<file path="config.mk">
export PLATFORM = sky130hd
export DESIGN_NAME = deadlock_detection_resolver_flat
export DESIGN_NICKNAME = d
export VERILOG_FILES = /design/src/hw/rtl/ddr_pkg.sv /design/src/hw/rtl/ddr_cmd_if.sv /design/src/hw/rtl/ddr_rsp_if.sv /design/src/hw/rtl/ddr_ram.sv /design/src/hw/rtl/deadlock_detection_resolver.sv /design/src/flat_wrapper.sv
export SDC_FILE = /design/constraint.sdc
export NUM_CORES = 2
export LEC_CHECK = 0
export BUFFER_PORTS_ARGS = -buffer_cell sky130_fd_sc_hd__buf_4
export CORE_ASPECT_RATIO = 0.9
export CORE_MARGIN = 2
export CORE_UTILIZATION = 55
export CTS_CLUSTER_DIAMETER = 80
export CTS_CLUSTER_SIZE = 30
export DETAILED_ROUTE_END_ITERATION = 8
export PLACE_DENSITY_LB_ADDON = 0.25
export RECOVER_POWER = 50
export REMOVE_ABC_BUFFERS = 1
export SLEW_MARGIN = 20
export SYNTH_ARGS = -nofsm -noshare
export SYNTH_HDL_FRONTEND = slang
export SYNTH_SLANG_ARGS = --single-unit
</file>
<file path="constraint.sdc">
create_clock -name i_clk -period 10.8 [get_ports i_clk]
set_clock_uncertainty 0.15 [all_clocks]
set_input_delay 1.62 -clock i_clk [delete_from_list [all_inputs] [get_ports i_clk]]
set_output_delay 1.62 -clock i_clk [all_outputs]
set_load 0.005 [all_outputs]
</file>
<file path="src/hw/rtl/ddr_pkg.sv">
// ----------------------------------------------------------------------------
// ddr_pkg
// Types and constants shared by the deadlock detection and resolution block.
// ----------------------------------------------------------------------------
package ddr_pkg;

    localparam int OPCODE_W   = 3;
    localparam int THREAD_W   = 4;
    localparam int RESOURCE_W = 3;
    localparam int AMOUNT_W   = 16;
    localparam int SET_W      = 16;
    localparam int CFG_IDX_W  = 2;
    localparam int CFG_DATA_W = 5;
    localparam int TCOUNT_W   = 5;
    localparam int RCOUNT_W   = 4;

    typedef enum logic [OPCODE_W-1:0] {
        OP_SET_AVAIL = 3'd0,
        OP_SET_CLAIM = 3'd1,
        OP_ACQUIRE   = 3'd2,
        OP_RELEASE   = 3'd3,
        OP_DETECT    = 3'd4
    } t_op;

    typedef enum logic [CFG_IDX_W-1:0] {
        CFG_THREAD_COUNT   = 2'd0,
        CFG_RESOURCE_COUNT = 2'd1,
        CFG_VICTIM_POLICY  = 2'd2
    } t_cfg_idx;

    localparam logic [TCOUNT_W-1:0] THREAD_COUNT_RST   = 5'd16;
    localparam logic [RCOUNT_W-1:0] RESOURCE_COUNT_RST = 4'd8;
    localparam logic                VICTIM_POLICY_RST  = 1'b1;

    typedef enum logic [4:0] {
        S_CLEAR,
        S_IDLE,
        S_DEC,
        S_ACQ_EV,
        S_REL_RD,
        S_REL_EV,
        S_EMP_RD,
        S_EMP_EV,
        S_FIT_SEL,
        S_FIT_RD,
        S_FIT_EV,
        S_ADD_RD,
        S_ADD_EV,
        S_VIC_SEL,
        S_VIC_RD,
        S_VIC_EV,
        S_VIC_END,
        S_FREE_RD,
        S_FREE_EV,
        S_DONE
    } t_state;

endpackage

</file>
<file path="src/hw/rtl/ddr_cmd_if.sv">
// ----------------------------------------------------------------------------
// ddr_cmd_if
// Command channel carrying one operation word per handshake.
// ----------------------------------------------------------------------------
interface ddr_cmd_if;
    logic                            valid;
    logic                            ready;
    logic [ddr_pkg::OPCODE_W-1:0]    opcode;
    logic [ddr_pkg::THREAD_W-1:0]    thread_id;
    logic [ddr_pkg::RESOURCE_W-1:0]  resource_id;
    logic [ddr_pkg::AMOUNT_W-1:0]    amount;

    modport source (output valid, opcode, thread_id, resource_id, amount, input ready);
    modport sink   (input valid, opcode, thread_id, resource_id, amount, output ready);
endinterface

</file>
<file path="src/hw/rtl/ddr_rsp_if.sv">
// ----------------------------------------------------------------------------
// ddr_rsp_if
// Response channel carrying one result word per handshake.
// ----------------------------------------------------------------------------
interface ddr_rsp_if;
    logic                          valid;
    logic                          ready;
    logic                          granted;
    logic                          deadlock_found;
    logic [ddr_pkg::SET_W-1:0]     deadlocked_set;
    logic [ddr_pkg::THREAD_W-1:0]  victim;

    modport source (output valid, granted, deadlock_found, deadlocked_set, victim,
                    input ready);
    modport sink   (input valid, granted, deadlock_found, deadlocked_set, victim,
                    output ready);
endinterface

</file>
<file path="src/hw/rtl/ddr_ram.sv">
// ----------------------------------------------------------------------------
// ddr_ram
// Single-port synchronous memory with a registered read.
// ----------------------------------------------------------------------------
module ddr_ram #(
    parameter int AW = 7,
    parameter int DW = 16
) (
    input  logic          i_clk,
    input  logic          i_we,
    input  logic [AW-1:0] i_addr,
    input  logic [DW-1:0] i_wdata,
    output logic [DW-1:0] o_rdata
);
    logic [DW-1:0] r_mem [2**AW];

    always_ff @(posedge i_clk) begin
        if (i_we) begin
            r_mem[i_addr] <= i_wdata;
        end
        o_rdata <= r_mem[i_addr];
    end
endmodule

</file>
<file path="src/hw/rtl/deadlock_detection_resolver.sv">
// ----------------------------------------------------------------------------
// deadlock_detection_resolver
// Tracks available, held and claimed resource units, detects deadlock and frees a victim.
// ----------------------------------------------------------------------------
// Commands arrive on i_cmd and each produces exactly one result word on o_rsp.
// The held and claim matrices live in two single-port memories addressed by
// thread and resource; each entry read passes through the registered memory
// output before an evaluate state uses it, which sets the latency.
// Release walks every resource in use. Detect walks the memories: one emptiness
// pass, repeated claim checks per thread, one sum pass and a victim release.
// One command is worked on at a time; the next is taken once the result sits
// in the output register, so a stalled receiver holds at most one finished
// word and blocks further commands only when a second result is ready.
// After reset the block sweeps all MAX_THREADS * MAX_RESOURCES entries of both
// memories to zero, one entry a cycle, with i_cmd.ready low. Configuration
// writes on i_cfg_we are taken at any time and must be issued while idle.
// ----------------------------------------------------------------------------
module deadlock_detection_resolver #(
    parameter int MAX_THREADS   = 16,
    parameter int MAX_RESOURCES = 8,
    parameter int COUNT_WIDTH   = 16
) (
    input  logic                             i_clk,
    input  logic                             i_rst_n,
    input  logic                             i_cfg_we,
    input  logic [ddr_pkg::CFG_IDX_W-1:0]    i_cfg_index,
    input  logic [ddr_pkg::CFG_DATA_W-1:0]   i_cfg_wdata,
    ddr_cmd_if.sink                          i_cmd,
    ddr_rsp_if.source                        o_rsp
);
    localparam int TW  = $clog2(MAX_THREADS);
    localparam int RW  = (MAX_RESOURCES > 1) ? $clog2(MAX_RESOURCES) : 1;
    localparam int NTW = $clog2(MAX_THREADS + 1);
    localparam int NRW = $clog2(MAX_RESOURCES + 1);
    localparam int CW  = COUNT_WIDTH;
    localparam int SW  = COUNT_WIDTH + $clog2(MAX_RESOURCES) + 1;

    function automatic logic [CW-1:0] sat_add(input logic [CW-1:0] a, input logic [CW-1:0] b);
        logic [CW:0] s;
        s = {1'b0, a} + {1'b0, b};
        return s[CW] ? {CW{1'b1}} : s[CW-1:0];
    endfunction

    ddr_pkg::t_state r_state, n_state;
    ddr_pkg::t_op    r_op, n_op;
    logic [TW-1:0]   r_t, n_t;
    logic [RW-1:0]   r_r, n_r;
    logic [CW-1:0]   r_amt, n_amt;
    logic            r_tok, n_tok, r_rok, n_rok;
    logic [ddr_pkg::TCOUNT_W-1:0] r_thread_count;
    logic [ddr_pkg::RCOUNT_W-1:0] r_resource_count;
    logic            r_policy;
    logic [CW-1:0]   r_avail [MAX_RESOURCES];
    logic [CW-1:0]   n_avail [MAX_RESOURCES];
    logic [CW-1:0]   r_work  [MAX_RESOURCES];
    logic [CW-1:0]   n_work  [MAX_RESOURCES];
    logic [MAX_THREADS-1:0] r_fin, n_fin, r_dead, n_dead;
    logic            r_granted, n_granted, r_found, n_found;
    logic            r_any, n_any, r_nonempty, n_nonempty, r_fits, n_fits;
    logic [TW-1:0]   r_best, n_best;
    logic [SW-1:0]   r_bsum, n_bsum, r_sum, n_sum, total;
    logic            r_ov, rsp_load;

    logic            we_h, we_c;
    logic [CW-1:0]   wd_h, wd_c, rd_h, rd_c;
    logic [NTW-1:0]  nt;
    logic [NRW-1:0]  nr;
    logic            last_r, last_t, better;

    ddr_ram #(.AW(TW + RW), .DW(CW)) u_held (
        .i_clk(i_clk), .i_we(we_h), .i_addr({r_t, r_r}), .i_wdata(wd_h), .o_rdata(rd_h)
    );
    ddr_ram #(.AW(TW + RW), .DW(CW)) u_claim (
        .i_clk(i_clk), .i_we(we_c), .i_addr({r_t, r_r}), .i_wdata(wd_c), .o_rdata(rd_c)
    );

    always_comb begin
        nt = (32'(r_thread_count) > MAX_THREADS) ? NTW'(MAX_THREADS) : NTW'(r_thread_count);
        nr = (32'(r_resource_count) > MAX_RESOURCES) ? NRW'(MAX_RESOURCES)
                                                      : NRW'(r_resource_count);
        last_r = (32'(r_r) + 1) == 32'(nr);
        last_t = (32'(r_t) + 1) == 32'(nt);
        total  = r_sum + SW'(rd_h);
        better = !r_any || (r_policy ? (total >= r_bsum) : (total <= r_bsum));
    end

    always_comb begin
        n_state = r_state;  n_op = r_op;  n_t = r_t;  n_r = r_r;  n_amt = r_amt;
        n_tok = r_tok;  n_rok = r_rok;  n_avail = r_avail;  n_work = r_work;
        n_fin = r_fin;  n_dead = r_dead;  n_granted = r_granted;  n_found = r_found;
        n_any = r_any;  n_nonempty = r_nonempty;  n_fits = r_fits;
        n_best = r_best;  n_bsum = r_bsum;  n_sum = r_sum;
        we_h = 1'b0;  we_c = 1'b0;  wd_h = '0;  wd_c = '0;
        i_cmd.ready = 1'b0;  rsp_load = 1'b0;
        unique case (r_state)
            ddr_pkg::S_CLEAR: begin
                we_h = 1'b1;
                we_c = 1'b1;
                if (32'(r_r) == MAX_RESOURCES - 1) begin
                    n_r = '0;
                    if (32'(r_t) == MAX_THREADS - 1) begin
                        n_t     = '0;
                        n_state = ddr_pkg::S_IDLE;
                    end else begin
                        n_t = r_t + 1'b1;
                    end
                end else begin
                    n_r = r_r + 1'b1;
                end
            end
            ddr_pkg::S_IDLE: begin
                i_cmd.ready = 1'b1;
                if (i_cmd.valid) begin
                    n_op    = ddr_pkg::t_op'(i_cmd.opcode);
                    n_t     = TW'(i_cmd.thread_id);
                    n_r     = RW'(i_cmd.resource_id);
                    n_amt   = CW'(i_cmd.amount);
                    n_tok   = 32'(i_cmd.thread_id) < 32'(nt);
                    n_rok   = 32'(i_cmd.resource_id) < 32'(nr);
                    n_state = ddr_pkg::S_DEC;
                end
            end
            ddr_pkg::S_DEC: begin
                n_granted = 1'b0;
                n_found   = 1'b0;
                n_dead    = '0;
                n_any     = 1'b0;
                n_state   = ddr_pkg::S_DONE;
                unique case (r_op)
                    ddr_pkg::OP_SET_AVAIL: begin
                        if (r_rok) begin
                            n_avail[r_r] = r_amt;
                        end
                    end
                    ddr_pkg::OP_SET_CLAIM: begin
                        if (r_tok && r_rok) begin
                            we_c = 1'b1;
                            wd_c = r_amt;
                        end
                    end
                    ddr_pkg::OP_ACQUIRE: begin
                        if (r_tok && r_rok) begin
                            n_state = ddr_pkg::S_ACQ_EV;
                        end
                    end
                    ddr_pkg::OP_RELEASE: begin
                        if (r_tok && nr != '0) begin
                            n_r     = '0;
                            n_state = ddr_pkg::S_REL_RD;
                        end
                    end
                    ddr_pkg::OP_DETECT: begin
                        n_work     = r_avail;
                        n_fin      = '0;
                        n_t        = '0;
                        n_r        = '0;
                        n_nonempty = 1'b0;
                        if (nt != '0 && nr != '0) begin
                            n_state = ddr_pkg::S_EMP_RD;
                        end
                    end
                    default: ;
                endcase
            end
            ddr_pkg::S_ACQ_EV: begin
                if (r_amt <= r_avail[r_r]) begin
                    n_avail[r_r] = r_avail[r_r] - r_amt;
                    we_h = 1'b1;
                    we_c = 1'b1;
                    wd_h = sat_add(rd_h, r_amt);
                    wd_c = (rd_c > r_amt) ? rd_c - r_amt : '0;
                    n_granted = 1'b1;
                end
                n_state = ddr_pkg::S_DONE;
            end
            ddr_pkg::S_REL_RD: n_state = ddr_pkg::S_REL_EV;
            ddr_pkg::S_REL_EV: begin
                n_avail[r_r] = sat_add(r_avail[r_r], rd_h);
                we_h = 1'b1;
                we_c = 1'b1;
                if (last_r) begin
                    n_state = ddr_pkg::S_DONE;
                end else begin
                    n_r     = r_r + 1'b1;
                    n_state = ddr_pkg::S_REL_RD;
                end
            end
            ddr_pkg::S_EMP_RD: n_state = ddr_pkg::S_EMP_EV;
            ddr_pkg::S_EMP_EV: begin
                if (last_r) begin
                    n_fin[r_t] = !(r_nonempty || rd_h != '0);
                    n_nonempty = 1'b0;
                    n_r        = '0;
                    if (last_t) begin
                        n_t     = TW'(nt - 1'b1);
                        n_state = ddr_pkg::S_FIT_SEL;
                    end else begin
                        n_t     = r_t + 1'b1;
                        n_state = ddr_pkg::S_EMP_RD;
                    end
                end else begin
                    n_nonempty = r_nonempty || rd_h != '0;
                    n_r        = r_r + 1'b1;
                    n_state    = ddr_pkg::S_EMP_RD;
                end
            end
            ddr_pkg::S_FIT_SEL: begin
                n_r = '0;
                if (!r_fin[r_t]) begin
                    n_fits  = 1'b1;
                    n_state = ddr_pkg::S_FIT_RD;
                end else if (r_t == '0) begin
                    n_state = ddr_pkg::S_VIC_SEL;
                end else begin
                    n_t = r_t - 1'b1;
                end
            end
            ddr_pkg::S_FIT_RD: n_state = ddr_pkg::S_FIT_EV;
            ddr_pkg::S_FIT_EV: begin
                n_fits = r_fits && (rd_c <= r_work[r_r]);
                if (!last_r) begin
                    n_r     = r_r + 1'b1;
                    n_state = ddr_pkg::S_FIT_RD;
                end else if (n_fits) begin
                    n_r     = '0;
                    n_state = ddr_pkg::S_ADD_RD;
                end else if (r_t == '0) begin
                    n_state = ddr_pkg::S_VIC_SEL;
                end else begin
                    n_t     = r_t - 1'b1;
                    n_state = ddr_pkg::S_FIT_SEL;
                end
            end
            ddr_pkg::S_ADD_RD: n_state = ddr_pkg::S_ADD_EV;
            ddr_pkg::S_ADD_EV: begin
                n_work[r_r] = sat_add(r_work[r_r], rd_h);
                if (last_r) begin
                    n_fin[r_t] = 1'b1;
                    n_t        = TW'(nt - 1'b1);
                    n_state    = ddr_pkg::S_FIT_SEL;
                end else begin
                    n_r     = r_r + 1'b1;
                    n_state = ddr_pkg::S_ADD_RD;
                end
            end
            ddr_pkg::S_VIC_SEL: begin
                n_r   = '0;
                n_sum = '0;
                if (!r_fin[r_t]) begin
                    n_state = ddr_pkg::S_VIC_RD;
                end else if (last_t) begin
                    n_state = ddr_pkg::S_VIC_END;
                end else begin
                    n_t = r_t + 1'b1;
                end
            end
            ddr_pkg::S_VIC_RD: n_state = ddr_pkg::S_VIC_EV;
            ddr_pkg::S_VIC_EV: begin
                n_sum = total;
                if (!last_r) begin
                    n_r     = r_r + 1'b1;
                    n_state = ddr_pkg::S_VIC_RD;
                end else begin
                    n_dead[r_t] = 1'b1;
                    if (better) begin
                        n_best = r_t;
                        n_bsum = total;
                        n_any  = 1'b1;
                    end
                    if (last_t) begin
                        n_state = ddr_pkg::S_VIC_END;
                    end else begin
                        n_t     = r_t + 1'b1;
                        n_state = ddr_pkg::S_VIC_SEL;
                    end
                end
            end
            ddr_pkg::S_VIC_END: begin
                n_r = '0;
                if (r_any) begin
                    n_t     = r_best;
                    n_state = ddr_pkg::S_FREE_RD;
                end else begin
                    n_state = ddr_pkg::S_DONE;
                end
            end
            ddr_pkg::S_FREE_RD: n_state = ddr_pkg::S_FREE_EV;
            ddr_pkg::S_FREE_EV: begin
                n_avail[r_r] = sat_add(r_avail[r_r], rd_h);
                n_work[r_r]  = sat_add(r_work[r_r], rd_h);
                we_h = 1'b1;
                we_c = 1'b1;
                if (last_r) begin
                    n_fin[r_t] = 1'b1;
                    n_found    = 1'b1;
                    n_state    = ddr_pkg::S_DONE;
                end else begin
                    n_r     = r_r + 1'b1;
                    n_state = ddr_pkg::S_FREE_RD;
                end
            end
            ddr_pkg::S_DONE: begin
                if (!r_ov || o_rsp.ready) begin
                    rsp_load = 1'b1;
                    n_state  = ddr_pkg::S_IDLE;
                end
            end
            default: n_state = ddr_pkg::S_IDLE;
        endcase
    end

    always_ff @(posedge i_clk) begin
        if (!i_rst_n) begin
            r_state          <= ddr_pkg::S_CLEAR;
            r_t              <= '0;
            r_r              <= '0;
            r_ov             <= 1'b0;
            r_thread_count   <= ddr_pkg::THREAD_COUNT_RST;
            r_resource_count <= ddr_pkg::RESOURCE_COUNT_RST;
            r_policy         <= ddr_pkg::VICTIM_POLICY_RST;
            r_fin            <= '0;
            for (int i = 0; i < MAX_RESOURCES; i++) begin
                r_avail[i] <= '0;
                r_work[i]  <= '0;
            end
        end else begin
            r_state <= n_state;
            r_t     <= n_t;
            r_r     <= n_r;
            r_avail <= n_avail;
            r_work  <= n_work;
            r_fin   <= n_fin;
            if (rsp_load) begin
                r_ov <= 1'b1;
            end else if (o_rsp.ready) begin
                r_ov <= 1'b0;
            end
            if (i_cfg_we) begin
                unique case (ddr_pkg::t_cfg_idx'(i_cfg_index))
                    ddr_pkg::CFG_THREAD_COUNT:   r_thread_count   <= i_cfg_wdata;
                    ddr_pkg::CFG_RESOURCE_COUNT: r_resource_count <= i_cfg_wdata[ddr_pkg::RCOUNT_W-1:0];
                    ddr_pkg::CFG_VICTIM_POLICY:  r_policy         <= i_cfg_wdata[0];
                    default: ;
                endcase
            end
        end
    end

    always_ff @(posedge i_clk) begin
        r_op       <= n_op;
        r_amt      <= n_amt;
        r_tok      <= n_tok;
        r_rok      <= n_rok;
        r_dead     <= n_dead;
        r_granted  <= n_granted;
        r_found    <= n_found;
        r_any      <= n_any;
        r_nonempty <= n_nonempty;
        r_fits     <= n_fits;
        r_best     <= n_best;
        r_bsum     <= n_bsum;
        r_sum      <= n_sum;
        if (rsp_load) begin
            o_rsp.granted        <= r_granted;
            o_rsp.deadlock_found <= r_found;
            o_rsp.deadlocked_set <= r_found ? ddr_pkg::SET_W'(r_dead) : '0;
            o_rsp.victim         <= r_found ? ddr_pkg::THREAD_W'(r_best) : '0;
        end
    end

    assign o_rsp.valid = r_ov;

`ifndef SYNTHESIS
    a_clear_blocks: assert property (@(posedge i_clk) disable iff (!i_rst_n)
        r_state == ddr_pkg::S_CLEAR |-> !i_cmd.ready)
        else $error("command taken during memory clear");
    a_accept_leaves_idle: assert property (@(posedge i_clk) disable iff (!i_rst_n)
        i_cmd.valid && i_cmd.ready |=> r_state == ddr_pkg::S_DEC)
        else $error("accepted command not decoded");
    a_result_exclusive: assert property (@(posedge i_clk) disable iff (!i_rst_n)
        o_rsp.valid |-> !(o_rsp.granted && o_rsp.deadlock_found))
        else $error("grant and deadlock reported together");
`endif
endmodule

</file>
<file path="src/flat_wrapper.sv">
// flat-port wrapper written by rule: the top's interface ports become plain ports
module deadlock_detection_resolver_flat 
#(
    parameter int MAX_THREADS   = 16,
    parameter int MAX_RESOURCES = 8,
    parameter int COUNT_WIDTH   = 16
)
  (i_clk, i_rst_n, i_cfg_we, i_cfg_index, i_cfg_wdata, i_cmd_valid, i_cmd_opcode, i_cmd_thread_id, i_cmd_resource_id, i_cmd_amount, i_cmd_ready, o_rsp_valid, o_rsp_granted, o_rsp_deadlock_found, o_rsp_deadlocked_set, o_rsp_victim, o_rsp_ready);
  ddr_cmd_if i_cmd_i ();
  ddr_rsp_if o_rsp_i ();
  input  logic i_clk;
  input  logic i_rst_n;
  input  logic i_cfg_we;
  input  logic [ddr_pkg::CFG_IDX_W-1:0] i_cfg_index;
  input  logic [ddr_pkg::CFG_DATA_W-1:0] i_cfg_wdata;
  input wire logic [$bits(i_cmd_i.valid)-1:0] i_cmd_valid;
  input wire logic [$bits(i_cmd_i.opcode)-1:0] i_cmd_opcode;
  input wire logic [$bits(i_cmd_i.thread_id)-1:0] i_cmd_thread_id;
  input wire logic [$bits(i_cmd_i.resource_id)-1:0] i_cmd_resource_id;
  input wire logic [$bits(i_cmd_i.amount)-1:0] i_cmd_amount;
  output wire logic [$bits(i_cmd_i.ready)-1:0] i_cmd_ready;
  output wire logic [$bits(o_rsp_i.valid)-1:0] o_rsp_valid;
  output wire logic [$bits(o_rsp_i.granted)-1:0] o_rsp_granted;
  output wire logic [$bits(o_rsp_i.deadlock_found)-1:0] o_rsp_deadlock_found;
  output wire logic [$bits(o_rsp_i.deadlocked_set)-1:0] o_rsp_deadlocked_set;
  output wire logic [$bits(o_rsp_i.victim)-1:0] o_rsp_victim;
  input wire logic [$bits(o_rsp_i.ready)-1:0] o_rsp_ready;
  assign i_cmd_i.valid = i_cmd_valid;
  assign i_cmd_i.opcode = i_cmd_opcode;
  assign i_cmd_i.thread_id = i_cmd_thread_id;
  assign i_cmd_i.resource_id = i_cmd_resource_id;
  assign i_cmd_i.amount = i_cmd_amount;
  assign i_cmd_ready = i_cmd_i.ready;
  assign o_rsp_valid = o_rsp_i.valid;
  assign o_rsp_granted = o_rsp_i.granted;
  assign o_rsp_deadlock_found = o_rsp_i.deadlock_found;
  assign o_rsp_deadlocked_set = o_rsp_i.deadlocked_set;
  assign o_rsp_victim = o_rsp_i.victim;
  assign o_rsp_i.ready = o_rsp_ready;
  deadlock_detection_resolver #(.MAX_THREADS(MAX_THREADS), .MAX_RESOURCES(MAX_RESOURCES), .COUNT_WIDTH(COUNT_WIDTH)) u_core (.i_clk(i_clk), .i_rst_n(i_rst_n), .i_cfg_we(i_cfg_we), .i_cfg_index(i_cfg_index), .i_cfg_wdata(i_cfg_wdata), .i_cmd(i_cmd_i), .o_rsp(o_rsp_i));
endmodule
</file>
==> Yosys cells after proc, flatten, opt, wreduce, memory -nomap -nowiden <==
Memory sizes are Yosys's and may differ from the RTL's. A register that Yosys moved wholly into a read port is not among the register bits.
Cells that the tools add are included.
{ "op_classes": {"n_addsub": 12, "n_lt_le_gt_ge": 13, "eq_ne": 55, "mux": 118, "bitwise": 3, "n_reduce_logical": 53} }
{ "ops": {"columns": ["cell", "count"], "rows": [
  ["bitwise mux 128 bit", 4],
  ["two-way mux 128 bit", 4],
  ["one-hot mux 128 bit (3 select lines)", 1],
  ["two-way mux 16 bit", 18],
  ["one-hot mux 128 bit (2 select lines)", 1],
  ["one-hot mux 5 bit (20 select lines)", 1],
  ["binary-select mux 16 bit (select 3 bit)", 2],
  ["two-way mux 5 bit", 17],
  ["two-way mux 4 bit", 18],
  ["one-hot mux 16 bit (2 select lines)", 2],
  ["adder 16 x 16 -> 17 bit", 3],
  ["demux 16 bit (select 3 bit)", 1],
  ["one-hot mux 16 bit (3 select lines)", 1],
  ["== test 5 x 4 -> 1 bit, second input constant", 8],
  ["one-hot mux 20 bit (2 select lines)", 1],
  ["one-hot mux 4 bit (10 select lines)", 1],
  ["== test 32 x 4 -> 1 bit", 1],
  ["<= comparator 16 bit", 2],
  ["!= test 2 x 1 -> 1 bit, second input constant", 16],
  ["bitwise OR 16 bit", 2],
  ["subtractor 16 bit", 2],
  ["two-way mux 3 bit", 8],
  ["two-way mux 1 bit", 22],
  ["one-hot mux 3 bit (7 select lines)", 1],
  ["62 further kinds", 117]
]} }
{ "word_totals": {"register_bits": 403, "ram_bits": 4096, "input_bits": 38, "output_inout_bits": 24, "wordCells": 297, "n_memories": 2} }
{ "memory_table": {"columns": ["name", "words", "width", "read_ports", "rd_ports_with_merged_regs", "write_ports", "line", "source"], "rows": [
  ["u_core.u_claim.r_mem", 128, 16, 1, 1, 1, "ddr_ram.sv:15", "logic [DW-1:0] r_mem [2**AW];"],
  ["u_core.u_held.r_mem", 128, 16, 1, 1, 1, "ddr_ram.sv:15", null]
]} }

==> Longest topological paths before layout <==
{ "logic_depth": {"depth_word": 9, "mapped_depth": 24} }

==> Hierarchy <==
From an unflattened synthesis, not the netlist that was laid out.
{ "unflattened": {"cells_unflattened": 12057, "hier_area_um2": 182747.8} }
{ "by_module_without_submodules": {"columns": ["mod", "instances", "cells_per_inst", "area_per_inst_um2", "seq_area_each_um2"], "rows": [
  ["ddr_ram (u_core.u_claim)", 1, 4766, 80026.8, 61819.3],
  ["ddr_ram (u_core.u_held)", 1, 4623, 78861.9, 61819.3],
  ["deadlock_detection_resolver", 1, 2668, 23859.1, 9148.8]
]} }

==> Worst setup path before layout <==
OpenSTA, ideal clock, no wires.
{ "synth_timing": {"path_type": "register to register", "startpoint": "register u_core.r_r[0]", "endpoint": "memory u_core.u_held.r_mem[0][9] (data pin)", "arrival_time_ns": 7.267, "setup_slack_ns": 2.493, "path_stages_with_launch": 20, "n_path_buf": 9, "period_less_slack_ns": 8.307, "path_cell_list": "dfxtp_1 > buf_2 > buf_2 > nand2_1 > nor2_1 > clkbuf_1 > buf_2 > buf_1 > clkbuf_1 > clkbuf_1 > a22oi_1 > nand4_1 > ha_1 > nand2_1 > o21ai_0 > a31oi_1 > a31o_2 > buf_2 > clkbuf_1 > a21oi_1"} }
{ "synth_via": {"elab_chain_cells": 7} }
{ "synth_rtl": {"columns": ["item", "line", "source"], "rows": [
  ["start, declared", "deadlock_detection_resolver.sv:47", "logic [RW-1:0] r_r, n_r;"],
  ["start signal, assigned", "deadlock_detection_resolver.sv:329", "r_r <= n_r;"],
  ["inverter 3 -> 4 bit (implied by the code)", "deadlock_detection_resolver.sv:166", "if (r_amt <= r_avail[r_r]) begin"],
  ["binary-select mux 16 bit (select 3 bit)", "deadlock_detection_resolver.sv:166", null],
  ["two-way mux 16 bit (implied by the code) (2 in series)", "deadlock_detection_resolver.sv:166", null],
  ["<= comparator 16 bit", "deadlock_detection_resolver.sv:166", null],
  ["two-way mux 16 bit", "deadlock_detection_resolver.sv:166", null],
  ["two-way mux 16 bit", "deadlock_detection_resolver.sv:95", "unique case (r_state)"],
  ["via u_core.u_held.i_wdata[9]", "ddr_ram.sv:12", "input logic [DW-1:0] i_wdata,"],
  ["end, declared", "ddr_ram.sv:15", null]
]} }
The timed path passes the listed nets, and every way through them passes these cells. The select of a mux whose other input is x is not followed.

==> Worst setup path in the final report <==
{ "layout_timing": {"startpoint": "register u_core.r_r[1]", "endpoint": "register u_core.r_avail[107] (netlist bit)"} }
{ "layout_via": {"elab_chain_cells": 9, "word_cells_on_any_way": 22, "cone_classes": "add/sub (2); order compare (3); eq/ne (1); mux (13); bitwise (1); reduce/logical (2)"} }
{ "layout_rtl": {"columns": ["item", "line", "source"], "rows": [
  ["inverter 3 -> 4 bit (implied by the code) (*)", null, null],
  ["parallel branches: the longest is 8 deep, another holds adder 16 x 16 -> 17 bit", null, null],
  ["end signal, assigned", "deadlock_detection_resolver.sv:330", "r_avail <= n_avail;"],
  ["end, declared", "deadlock_detection_resolver.sv:53", "logic [CW-1:0] r_avail [MAX_RESOURCES];"]
]} }
Mark *: on every way between the ends. The select of a mux whose other input is x is not followed.
A chain may end at the register's enable or synchronous reset.

==> out/metrics.yaml <==
run_status:
  status: "finished, violations left"
  failed_checks: "max-capacitance violations, max-slew violations"
yosys:
  synth_top_area_share_pct: 73.3
  ys_warn_count: 0
  synth_edf_count: 4204
  avgSynthCellArea_um2: 16.3
  synth_top_family_by_area: "compound AO/OA/AOI/OAI gates"
  synth_compound_area_share_pct: 14.7
  syn_area_mm2: 0.172
  synth_largest_area_cell: "edfxtp_1"
  async_reset_ff_share_pct: 0
  synthXorXnorAreaFrac_pct: 0.453
  synth_cell_types: 78
  ys.flop_type: "edfxtp_1"
  synthSimpleGateAreaFrac_pct: 4.20
  yosys-top-cells-area: "edfxtp_1 73%, a22oi_1 7.3%, dfxtp_1 3.8%"
  synth_seq_cells: 4531
  seq_area_frac_synth_pct: 77.1
  synthCells: 10600
  synthMuxAreaShare_pct: 0.590
  synthAdderAreaFrac_pct: 1.13
flow_run:
  drv_cap: 31
clocking:
  clk_path_buf_depth: 4
  cts_made_buffers: 187
  htree_levels: 4
  cts_sinks: 4531
  cts-resized-gates: 0
  clk_pin_slew_ps: 120
  clk_latency_ps: 930
  cts_setup_buffers: 0
  hold_buffers: 0
  cts_root_buf: "clkbuf_16"
  cts_tree: "built"
die:
  core_area_mm2: 0.311
  die_h_um: 535
  die_area_mm2: 0.318
  initial_utilization_pct: 55.4
  io_pins: 62
  die_x_um: 594
  core.rowCount: 194
power_and_ir_drop:
  power.leakage_uw: 0.0521
  power_density_mw_per_mm2: 210
  peakVddDrop_mv: 0.194
detailed_routing:
  drt_iter0_drc: 17900
  first_pass_iters: 9
  viasPerCell: 7.13
  num_vias: 105000
  routed_wl_um: 496000
  drtAntennaViolNets: 0
  routedWlPerCell_um: 33.7
  drcViolationCount: 0
worst_setup_path:
  cp-startpoint: "u_core.r_r[1]"
  reg2reg_to: "u_core.r_avail[107]"
  worstPathRequired_ps: 11490
  critPathMaxFanout: 46
  worst-path-buf-inv: 1
  reg2regPathDepth: 13
  r2r_start: "u_core.r_r[1]"
  cpPeakStageDelay_ps: 2490
  reg2reg_slack_ps: 1640
  crit_end: "u_core.r_avail[107]"
  cp_cell_sequence: "and3_1 -> buf_4 -> a22oi_1 -> nand4_1 -> ha_1 -> nand2_1 -> o21ai_0 -> a311oi_1 -> a21o_1 -> or2_2 -> nor2_1 -> o21ai_0 -> a21oi_1"
  crit_family: "simple AND/OR/NAND/NOR gates"
  start_kind: "flip-flop"
  crit_type: "flip-flop to flip-flop"
  end_kind: "flip-flop"
  critPathArrivalTime_ps: 9850
  cp_slowest_cell: "nor2_1"
  cp_common_cell: "o21ai_0"
  worst-path-stages: 13
cells_and_area:
  fin_cells: 14700
  fillCellCount: 22700
  layout_commonest_cell: "edfxtp_1"
  most-common-layout-cells: "4204 x edfxtp_1, 1670 x a22oi_1, 545 x nand4_1"
  syn2layout_area_growth_pct: 6.90
  drive_above_1_share_pct: 7.63
  nNetsFinal: 10700
global_routing:
  overflow: 0
  grt_max_degree: 158
  track_usage_pct: 30.4
  grt_pass1_vias: 98700
  grt_pass1_wl_um: 708000
  antenna_found_initial: 27
sta:
  max_freq_mhz: 109
  hold_viol: 0
  setup_violations: 0
  fin_tns_setup_ps: 0
  hold_slack_ps: 333
  rsz0062_at_grt: "no"
  final_max_slew_viol_count: 1130
  fin_crit_ps: 9160
  finalCritPeriodShare_pct: 84.8
  slew_headroom_pct: -290
  worst_pin_slew_ps: 5850
  setup_slack_ps: 1640
placement:
  gp_congestion: 0.982
  dp.cells: 14400
  post-place-ws_ps: 3650
  hpwl_um: 291000
  port_buffers: 61
hold_path:
  min_path_type: "flip-flop to flip-flop"
state kept, by name, summed over array words and instances (netlist names), 16 cells and up:
| signal | count |
|---|---|
| u_core.u_claim.o_rdata | 16 |
| u_core.r_amt | 16 |
| u_core.u_held.o_rdata | 16 |
| u_core.r_work | 128 |
| u_core.u_claim.r_mem | 2048 |
| u_core.r_sum | 20 |
| u_core.r_fin | 16 |
| u_core.o_rsp.deadlocked_set | 16 |
| u_core.r_avail | 128 |
| u_core.r_dead | 16 |
| u_core.u_held.r_mem | 2048 |
| u_core.r_bsum | 20 |
worst register-to-register path, stage by stage, from the launching register on:
cell and delay (ps):
dfxtp_1 720, and3_1 2210, buf_4 740, a22oi_1 190
nand4_1 250, ha_1 270, nand2_1 150, o21ai_0 360
a311oi_1 170, a21o_1 230, or2_2 500, nor2_1 2490
o21ai_0 340, a21oi_1 330
through the flow:
stage	total power, µW	area, µm²	util [%]
after floorplan	26000	169000	-
after global placement	29900	179000	57.5
after detailed placement	30100	179000	57.6
after CTS	38500	185000	59.4
after global routing	39900	184000	59.2
final	38800	184000	59.2
metal layers:
layer | track usage (%) | vias to the layer above | wire [µm]
li1 | - | 43400 | -
met1 | 44.6 | 52900 | 193000
met2 | 44.8 | 7612 | 218000
met3 | 7.49 | 907 | 66900
met4 | 10.1 | 2 | 18500
met5 | 0 | - | 7
cell families after synthesis:
group           Yosys count
fa+ha+maj               152
simple gates           1380
xor+xnor                 86
flops                  4531
buf+inv                 858
compound gates         3529
mux                      55
layout make-up:
type / instances / area [µm²] / area share [%]
Timing Repair Buffer: 477 / 3460 / 1.88
Antenna cell: 8 / 20.0 / 0.0109
Sequential cell: 4531 / 133000 / 72.1
Clock inverter: 63 / 719 / 0.391
Inverter: 95 / 357 / 0.194
Clock buffer: 218 / 4930 / 2.68
Multi-Input combinational cell: 5202 / 36800 / 20.0
Tap cell: 4116 / 5150 / 2.80
worst min-delay path by stage:
stage,depth (start not counted),start,end,slack [ps]
detailed placement,0,u_core.r_granted,u_core.o_rsp.granted,300
CTS,0,u_core.r_granted,u_core.o_rsp.granted,330
global route,0,u_core.r_granted,u_core.o_rsp.granted,350
global placement,0,u_core.r_granted,u_core.o_rsp.granted,300
finish,2,u_core.r_fin[2],u_core.r_fin[2],330
floorplan,0,u_core.r_granted,u_core.o_rsp.granted,250
synth_stat cells (7+ instances only):
| cell | count |
|---|---|
| o21bai_1 | 8 |
| nand4_1 | 545 |
| mux4_2 | 37 |
| clkbuf_1 | 669 |
| nand3_1 | 49 |
| inv_1 | 94 |
| o221ai_1 | 130 |
| a22o_1 | 273 |
| nor3_1 | 47 |
| o21a_1 | 26 |
| nor4_1 | 13 |
| xor2_1 | 36 |
| o2111ai_1 | 7 |
| nor2_1 | 430 |
| mux2i_1 | 16 |
| a21oi_1 | 387 |
| nor2b_1 | 28 |
| and2_1 | 44 |
| and3_1 | 15 |
| o21ai_1 | 10 |
| ha_1 | 145 |
| o21ai_0 | 460 |
| xnor2_1 | 48 |
| nand2_1 | 121 |
| dfxtp_1 | 327 |
| edfxtp_1 | 4204 |
| or3_1 | 8 |
| a221oi_1 | 268 |
| a31oi_1 | 30 |
| or2_2 | 11 |
| and4_1 | 17 |
| buf_2 | 33 |
| o211ai_1 | 139 |
| a22oi_1 | 1670 |
| a211oi_1 | 32 |
| a21o_1 | 27 |
| nand2b_1 | 28 |
| buf_1 | 60 |
where the power goes:
group | internal [µW] | leakage (µW) | switching [µW]
Combinational | 3160 | 0.0123 | 7150
Sequential | 19300 | 0.0370 | 354
Clock | 3490 | 0.00275 | 5260
(Power assumes the default switching activity.)
